$ cat src/rtl/omcm_pkg.sv
package omcm_pkg;

    typedef enum logic [1:0] {
        FUNC_SAMPLE = 2'd0,
        FUNC_START  = 2'd1,
        FUNC_ALIGN  = 2'd2,
        FUNC_NONE   = 2'd3
    } func_t;

    localparam logic signed [20:0] PI_Q     = 21'sd205887;
    localparam logic signed [20:0] TWO_PI_Q = 21'sd411775;
    localparam logic signed [32:0] S33_MAX  = {1'b0, {32{1'b1}}};
    localparam logic signed [32:0] S33_MIN  = {1'b1, {32{1'b0}}};

    // controller to datapath
    typedef struct packed {
        logic load;      // capture input word, do start/align work
        logic sq_start;  // launch the squaring and root
        logic finish;    // apply sample step
    } dp_cmd_t;

    // datapath to controller
    typedef struct packed {
        logic is_sample;
        logic sq_busy;
    } dp_sts_t;

endpackage

$ cat src/rtl/omcm_ctrl.sv
module omcm_ctrl (
    input  logic              aclk,
    input  logic              aresetn,
    input  logic              s_tvalid,
    output logic              s_tready,
    output logic              m_tvalid,
    input  logic              m_tready,
    output omcm_pkg::dp_cmd_t cmd,
    input  omcm_pkg::dp_sts_t sts
);

    typedef enum logic [3:0] {
        ST_IDLE = 4'b0001,
        ST_SQ   = 4'b0010,
        ST_WAIT = 4'b0100,
        ST_OUT  = 4'b1000
    } state_t;

    state_t state_reg, state_next;
    logic   accept;

    assign s_tready = (state_reg == ST_IDLE);
    assign m_tvalid = (state_reg == ST_OUT);
    assign accept   = s_tvalid && s_tready;

    always_comb begin
        state_next   = state_reg;
        cmd.load     = 1'b0;
        cmd.sq_start = 1'b0;
        cmd.finish   = 1'b0;
        unique case (state_reg)
            ST_IDLE: begin
                if (accept) begin
                    cmd.load   = 1'b1;
                    state_next = sts.is_sample ? ST_SQ : ST_OUT;
                end
            end
            ST_SQ: begin
                cmd.sq_start = 1'b1;
                state_next   = ST_WAIT;
            end
            ST_WAIT: begin
                if (!sts.sq_busy) begin
                    cmd.finish = 1'b1;
                    state_next = ST_OUT;
                end
            end
            ST_OUT: begin
                if (m_tready) begin
                    state_next = ST_IDLE;
                end
            end
            default: state_next = ST_IDLE;
        endcase
    end

    always_ff @(posedge aclk) begin
        if (!aresetn) begin
            state_reg <= ST_IDLE;
        end else begin
            state_reg <= state_next;
        end
    end

endmodule

$ cat config.mk
export PLATFORM = sky130hd
export DESIGN_NAME = omcm_ctrl
export DESIGN_NICKNAME = d
export VERILOG_FILES = /design/src/rtl/omcm_pkg.sv /design/src/rtl/omcm_ctrl.sv
export SDC_FILE = /design/constraint.sdc
export NUM_CORES = 1
export LEC_CHECK = 0
export BUFFER_PORTS_ARGS = -buffer_cell sky130_fd_sc_hd__buf_4
export CORE_AREA = 2 2 39 41
export DETAILED_ROUTE_END_ITERATION = 16
export DIE_AREA = 0 0 41 43
export HOLD_SLACK_MARGIN = 0.06
export PLACE_DENSITY_LB_ADDON = 0.05
export SETUP_SLACK_MARGIN = 0.05
export SLEW_MARGIN = 15
export SYNTH_ARGS = -nofsm -noshare
export SYNTH_HDL_FRONTEND = slang
export SYNTH_SLANG_ARGS = --single-unit
$ cat constraint.sdc
create_clock -name aclk -period 1.4 [get_ports aclk]
set_clock_uncertainty 0.15 [all_clocks]
set_input_delay 0.28 -clock aclk [delete_from_list [all_inputs] [get_ports aclk]]
set_output_delay 0.28 -clock aclk [all_outputs]
set_load 0.05 [all_outputs]
==> reports/metrics.csv, run 1 <==
metric;value;unit
Yosys Warn Count;0;
largest net degree at the start of global routing;7;
total power;0.525;mW
Die X;41;µm
PnR worst setup slack;-251;ps
Largest register FFs;4;
GRT Overall Usage;12.1;%
Placed Cells;63;
post-synthesis cell type count;19;
RSZ-0062 raised after global routing;true;
Slew Viols, Final;0;
leakage;0.250;nW
FFs w/ async S/R, synth;0;%
sequential-to-total area share from yosys stat;27.8;%
Setup crit end kind;primary output;
critical path's slowest cell;dfxtp_4;
Fillers;132;
root buffer selected by CTS;clkbuf_4;
crit path DAT;1220;ps
Seq cells post-synth;4;
post-synth net total;36;
gpl congestion;0.770;
non-filler instance count after layout;71;
row cnt;14;
Sink Count;4;
Syn Area/Cell;9.59;µm²
worst-path cell chain;nor4b_4, and2_4, buf_8;
NumNets Final;63;
PwrDens;856;mW/mm²
footprint of the multi-input gates;245;µm²
htree depth;1;
slew margin rel.;83.9;%
MaxCap Viol Count;0;
clock slew at reported path FFs;50;ps
status;finished, violations left;
worst min path class;in2reg;
share of the synthesized area in the top cell type;27.8;%
DR DRC count;0;
Iter 0 DRT Violations;4;
Worst Tran Pin Value;240;ps
final setup violation count;5;
dpl hpwl;653;µm
Tmin final;1650;ps
Synth-to-Final Area Change;113;%
fmax;606;MHz
Top delay family on crit path;simple AND/OR/NAND/NOR gates;
Avg Vias per Cell;4.63;
WL per Instance;12.5;µm
CP required;970;ps
Post-synth top flop;dfxtp_1;
total number of vias;329;
leading cell types by total area after synthesis;dfxtp_1 (28%), nor4b_1 (9.1%), nand2b_1 (8.7%);
Die Y;43;µm
clock latency on the worst-skew pair;250;ps
TritonCTS clock tree;built;
first-pass GRT wire length;1.35;mm
Crit path largest cell delay;360;ps
initial antenna violation count;0;
Max IR drop VDD;0.000279;V
Synth area leader;dfxtp_1;
hold buffers post-CTS;0;
Design Area, Final;613;µm²
die area;0.00176;mm²
failing checks;setup timing;
share of cells above drive strength 1;74.5;%
CP Launch Type;flop;
CTS max path bufs;2;
Synth Instances;30;
final clock period utilization by the worst path;118;%
drt first pass iters;2;
grt total ovfl;0;
ANT cells;0;
hold slack;114;ps
Ports;11;
placed cell area;449;µm²
Placeable Area;0.00138;mm²
Final Hold Viols;0;
mapped cell area;288;µm²
buffers plus inverters on the worst setup path;1;
antenna-violating nets left;0;
PortBufs;10;
commonest cells in the netlist;dfxtp_1 (4), nand2b_1 (4), nor4b_1 (3);
vias in the first global route;354;
Routed WL;886;µm
Initial Util;20.8;%
WS Path Type;reg2out;
number of buffers created by CTS;3;
Post-synth EDFFs;0;
crit path max fanout;5;
Reg area;92.6;µm²
## cells in the final DEF, fill, tap and decap left out, types with 2 or more instances in the layout
cell / netlist / final
buf_4: 0 / 15
buf_6: 2 / 8
buf_8: 0 / 2
clkbuf_4: 0 / 3
dfxtp_4: 0 / 3
nand2b_1: 4 / 2
nand2b_4: 0 / 2
nor3_1: 2 / 2
nor4_2: 0 / 2
nor4b_4: 1 / 3
## power by group
part | switching [mW] | internal [mW] | total, mW
logic | 0.106 | 0.131 | 0.237
registers | 0.0137 | 0.120 | 0.134
clock network | 0.0573 | 0.0966 | 0.154
total | 0.177 | 0.348 | 0.525
## path summary, 6_finish.rpt
check / depth (start not counted) / to / slack (ps) / start
max: 3 / cmd[2] / -250 / state_reg[3]
min: 2 / state_reg[0] / 110 / aresetn
min reg2reg: 3 / state_reg[2] / 510 / state_reg[3]
max reg2reg: 4 / state_reg[3] / 70 / state_reg[0]
## metal layers
layer	vias to the layer above	track usage, %	part of all wire (%)
li1	165	-	-
met1	154	11.2	40
met2	8	17.5	53
met3	2	7.33	5.4
met4	0	10.7	1.6
met5	-	0	0
## final cells by class
class	count	share of cell area [%]
multi-input cells	23	40.0
repair buffers	25	38.0
flip-flops and latches	4	15.1
clock buffers	3	3.67
well taps	16	3.27
## kinds of logic after synthesis
group                  count (synthesis)  synth area share [%]
AND/OR/NAND/NOR                       18                  47.8
flip-flops                             4                  27.8
AO/OA/AOI/OAI                          3                  8.26
buffers and inverters                  3                  9.56
XOR/XNOR                               1                  3.04
multiplexers                           1                  3.48
## worst reg2reg max path: cells and delay by family, from the launching register on
kind	cells	cell delay, ps
buffers and inverters	2	260
flip-flops	1	340
AO/OA/AOI/OAI	2	490
## stage by stage
step                worst slack [ps]  utilization, %  TNS [ps]
detailed placement             -96.9            32.5      -152
finish                          -251            44.3     -1050
global placement               -60.3            32.5      -111
CTS                             -263            39.9     -1130
global route                    -307            44.3     -1320
floorplan                       -521               -     -2650
## what timing repair did
item / in CTS / in global routing
gates resized for setup: 16 / 9
setup endpoints to repair: 6 / 7
pin swaps: 5 / 3
buffers inserted: 4 / 2
Power figures use the tool's default switching activity.
==> inputs of run 2 (changes only) <==
- clock period: 1.4 -> 1.7 ns (I/O delays scaled with it)
==> run 2 against run 1 <==
Net effect:
- the run still ends with setup timing left
- wire length down 11%
- combinational power shrank 35%
- critical path depth unchanged
- clock power decreased by 20%
- via count decreased by 8.2%
- critical endpoint unchanged
- highest routed layer is now met3
==> reports/metrics.csv, run 2 (synthesis gave the netlist of run 1 again) <==
metric;value;unit
failing checks;setup timing;
commonest cells after routing, fill and taps aside;buf_4 (12), nand2b_1 (3), clkbuf_4 (3), buf_6 (3);
GRT Overall Usage;11.0;%
PwrDens;768;mW/mm²
Placed Cells;58;
Routed WL;785;µm
htree depth;1;
die area;0.00176;mm²
Ports;11;
gpl congestion;0.776;
commonest non-fill, non-tap cell in the layout;buf_4;
worst-path cell chain;nor4b_4, and2_4, buf_8;
DR WL met3;38;µm
worst min path class;in2reg;
Fillers;144;
critical path's slowest cell;dfxtp_2;
PortBufs;10;
TritonCTS clock tree;built;
number of buffers created by CTS;3;
Final Hold Viols;0;
met2 routed WL;408;µm
fmax;585;MHz
DR DRC count;0;
crit path DAT;1220;ps
CP Launch Type;flop;
total number of vias;302;
Tmin final;1710;ps
WL per Instance;12.5;µm
Avg Vias per Cell;4.79;
initial antenna violation count;0;
final clock period utilization by the worst path;101;%
Synth-to-Final Area Change;77.4;%
Top delay family on crit path;simple AND/OR/NAND/NOR gates;
Largest register FFs;4;
leakage;0.197;nW
CP required;1210;ps
buffers plus inverters on the worst setup path;1;
Post-Route M1 WL;338;µm
first-pass GRT wire length;1.32;mm
largest net degree at the start of global routing;7;
MaxCap Viol Count;0;
WS Path Type;reg2out;
vias in the first global route;332;
status;finished, violations left;
clock latency on the worst-skew pair;240;ps
Sink Count;4;
grt total ovfl;0;
Die X;41;µm
Iter 0 DRT Violations;5;
row cnt;14;
RSZ-0062 raised after global routing;true;
crit path max fanout;5;
pre-CTS WS;130;ps
Slew Viols, Final;0;
Max IR drop VDD;0.000230;V
PnR worst setup slack;-9.19;ps
non-filler instance count after layout;63;
Placeable Area;0.00138;mm²
final setup violation count;1;
ANT cells;0;
dpl hpwl;578;µm
NumNets Final;55;
drt first pass iters;4;
hold slack;165;ps
slew margin rel.;79.4;%
clock slew at reported path FFs;40;ps
Crit path largest cell delay;350;ps
Die Y;43;µm
Initial Util;20.8;%
root buffer selected by CTS;clkbuf_4;
Setup crit end kind;primary output;
antenna-violating nets left;0;
CTS max path bufs;2;
share of cells above drive strength 1;63.8;%
top routing layer used;met3;
Worst Tran Pin Value;305;ps
==> run 2: final cells by class <==
| type | count | area, µm² | area share [%] |
|---|---|---|---|
| Sequential cell | 4 | 90.1 | 17.6 |
| Clock buffer | 3 | 22.5 | 4.41 |
| Tap cell | 16 | 20.0 | 3.92 |
| Timing Repair Buffer | 17 | 154 | 30.1 |
| Multi-Input combinational cell | 23 | 224 | 43.9 |
==> run 2: what timing repair did <==
item                       4_1_cts  5_1_grt
setup endpoints to repair        5        5
hold buffers                     0        0
pin swaps                        2        3
resized for setup               10        6
buffers inserted                 1        1
==> run 2: power by group <==
part | internal (mW) | total, mW | switching (mW)
combinational | 0.0813 | 0.155 | 0.0741
sequential | 0.100 | 0.114 | 0.0142
clock | 0.0793 | 0.123 | 0.0432
total | 0.261 | 0.392 | 0.132
==> run 2: worst reg2reg max path: cells and delay by family, from the launching register on <==
kind / cells / cell delay (ps)
AND/OR/NAND/NOR: 1 / 210
flip-flops: 1 / 350
buffers and inverters: 1 / 160
AO/OA/AOI/OAI: 2 / 320
==> run 2: worst paths after layout <==
kind,depth (start not counted),slack (ps),from,end
worst max register to register,4,440,state_reg[0],state_reg[3]
worst min-delay path,2,160,aresetn,state_reg[0]
worst max-delay path,3,-9,state_reg[3],cmd[2]
worst min register to register,2,490,state_reg[0],state_reg[2]
==> run 2: routing by layer <==
layer	global-route usage [%]	up-vias
met5	0	-
met4	8.67	0
met3	2.09	0
met2	15.0	10
met1	14.4	140
li1	-	152
==> run 2: per-stage QoR <==
stage / instance area, µm² / util [%] / setup TNS [ps] / total power [mW]
finish: 510 / 36.9 / -9.19 / 0.392
global route: 510 / 36.9 / -166 / 0.410
CTS: 472 / 34.1 / -30.1 / 0.390
detailed placement: 412 / 29.7 / 0 / 0.241
global placement: 412 / 29.7 / 0 / 0.241
floorplan: 307 / - / -1080 / 0.199
==> inputs of run 3 (changes only) <==
- ABC_AREA: unset -> 1
==> run 3 against run 2 <==
Net effect:
- the flow now finishes without violations
- critical path depth unchanged
- die area unchanged
- final area down 8.1%
- clock power down 8%
- wire length down 18%
- via count down 7.0%
- synthesized cell count up 27%
- setup slack better by 60 ps
- largest cell class unchanged
==> reports/metrics.csv, run 3 <==
metric;value;unit
setup TNS;0;ps
clock latency on the worst-skew pair;230;ps
antenna-violating nets left;0;
pre-CTS WS;206;ps
Largest register FFs;4;
slew margin rel.;85.9;%
Routed WL;640;µm
sequential-to-total area share from yosys stat;32.7;%
MaxCap Viol Count;0;
total number of vias;281;
Comb pwr share;51.3;%
NetSw;0.211;mW
top-count cell post-synth;inv_1;
gpl congestion;0.644;
status;completed;
leakage;0.233;nW
final setup violation count;0;
PnR worst setup slack;51.2;ps
PortBufs;10;
clock slew at reported path FFs;30;ps
Yosys Warn Count;0;
drt first pass iters;2;
Min-Delay Path Depth;3;
crit path max fanout;3;
Setup crit end kind;primary output;
post-synth net total;44;
Post-synth top flop;dfxtp_1;
FFs w/ async S/R, synth;0;%
Worst Tran Pin Value;210;ps
Max IR drop VDD;0.000278;V
commonest cells in the netlist;inv_1 (8), nor2_1 (6), nand2_1 (5), nand3_1 (5);
PwrDens;1070;mW/mm²
Final Hold Viols;0;
Post-synth EDFFs;0;
htree depth;1;
GRT Overall Usage;9.45;%
register share of total power;26.4;%
P_int;0.293;mW
WS Path Type;reg2out;
Synth-to-Final Area Change;91.3;%
vias in the first global route;265;
Initial Util;17.7;%
Sink Count;4;
Clock power frac;22.3;%
Reg2Reg Depth;7;
mapped cell area;245;µm²
DR DRC count;0;
Synth area leader;dfxtp_1;
RSZ-0062 raised after global routing;true;
worst min path class;in2reg;
Syn Area/Cell;6.45;µm²
Final Util;33.9;%
CP required;1210;ps
CTS max path bufs;2;
Synth Instances;38;
Ports;11;
WL per Instance;9.41;µm
Avg Vias per Cell;4.13;
initial antenna violation count;0;
reg2reg start;state_reg[3];
share of cells above drive strength 1;59.6;%
CP Launch Type;flop;
Die X;41;µm
largest net degree at the start of global routing;5;
sw frac;41.9;%
share of the synthesized area in the top cell type;32.7;%
dpl hpwl;511;µm
grt total ovfl;0;
leading cell types by total area after synthesis;dfxtp_1 (33%), inv_1 (12%), nand3_1 (10%);
final clock period utilization by the worst path;97.0;%
Slew Viols, Final;0;
post-synthesis cell type count;12;
Iter 0 DRT Violations;3;
commonest cells after routing, fill and taps aside;inv_1 (7), nor2_4 (5), buf_4 (5), buf_6 (5);
ANT cells;0;
NumNets Final;60;
crit path DAT;1160;ps
root buffer selected by CTS;clkbuf_4;
fmax;607;MHz
first-pass GRT wire length;1.05;mm
Tmin final;1650;ps
Placeable Area;0.00138;mm²
TritonCTS clock tree;built;
row cnt;14;
number of buffers created by CTS;3;
die area;0.00176;mm²
critical path startpoint;state_reg[0];
Seq cells post-synth;4;
worst hold start;aresetn;
commonest non-fill, non-tap cell in the layout;inv_1;
Die Y;43;µm
run 3: critical path, cell delays in order, from the launching register on:
cell	delay, ps
dfxtp_4	350
buf_6	120
nor4_4	270
buf_6	190
run 3: final timing paths:
path,endpoint,slack (ps)
worst max-delay path,m_tvalid,50
worst min-delay path,state_reg[3],200
worst max register to register,state_reg[3],500
worst min register to register,state_reg[2],430
run 3: cell type report:
class                      instances  area [µm²]
multi-input combinational         26         198
sequential                         4        90.1
inverter                           8        30.0
clock buffer                       3        22.5
timing repair buffer              11         109
tap                               16        20.0
fill                             156         915
run 3: timing repair:
action                     CTS  global route
hold buffers                 0             0
setup endpoints to repair    5             5
pin swaps                    0             4
gates resized for setup      8            16
setup buffers                0             1
run 3: per-stage QoR:
stage,area [µm²],std cells,hold slack (ps),power (mW)
4_1_cts,404,67,202,0.456
3_5_place_dp,358,64,445,0.322
2_1_floorplan,263,38,310,0.269
6_report,469,68,200,0.504
5_1_grt,469,68,199,0.549
3_3_place_gp,358,64,451,0.323
run 3: logic make-up after synthesis:
logic type / count (synthesis) / synth area share, %
and+or+nand+nor: 23 / 46.4
buffers and inverters: 8 / 12.2
AOI/OAI and AO/OA: 3 / 8.67
DFF: 4 / 32.7
run 3: power by group through the flow:
| stage | combinational, mW | clock, mW | sequential (mW) |
|---|---|---|---|
| floorplan | 0.147 | 0 | 0.122 |
| global placement | 0.200 | 0 | 0.124 |
| detailed placement | 0.199 | 0 | 0.124 |
| CTS | 0.212 | 0.119 | 0.125 |
| global route | 0.281 | 0.133 | 0.135 |
| finish | 0.258 | 0.113 | 0.133 |
run 3: per-layer routing:
| layer | share of wire (%) | track usage, % | vias to the layer above |
|---|---|---|---|
| met4 | 0 | 6.00 | 0 |
| met2 | 54 | 13.4 | 9 |
| met1 | 39 | 9.68 | 124 |
| met5 | 0 | 0 | - |
| met3 | 6.7 | 6.28 | 0 |
| li1 | - | - | 148 |
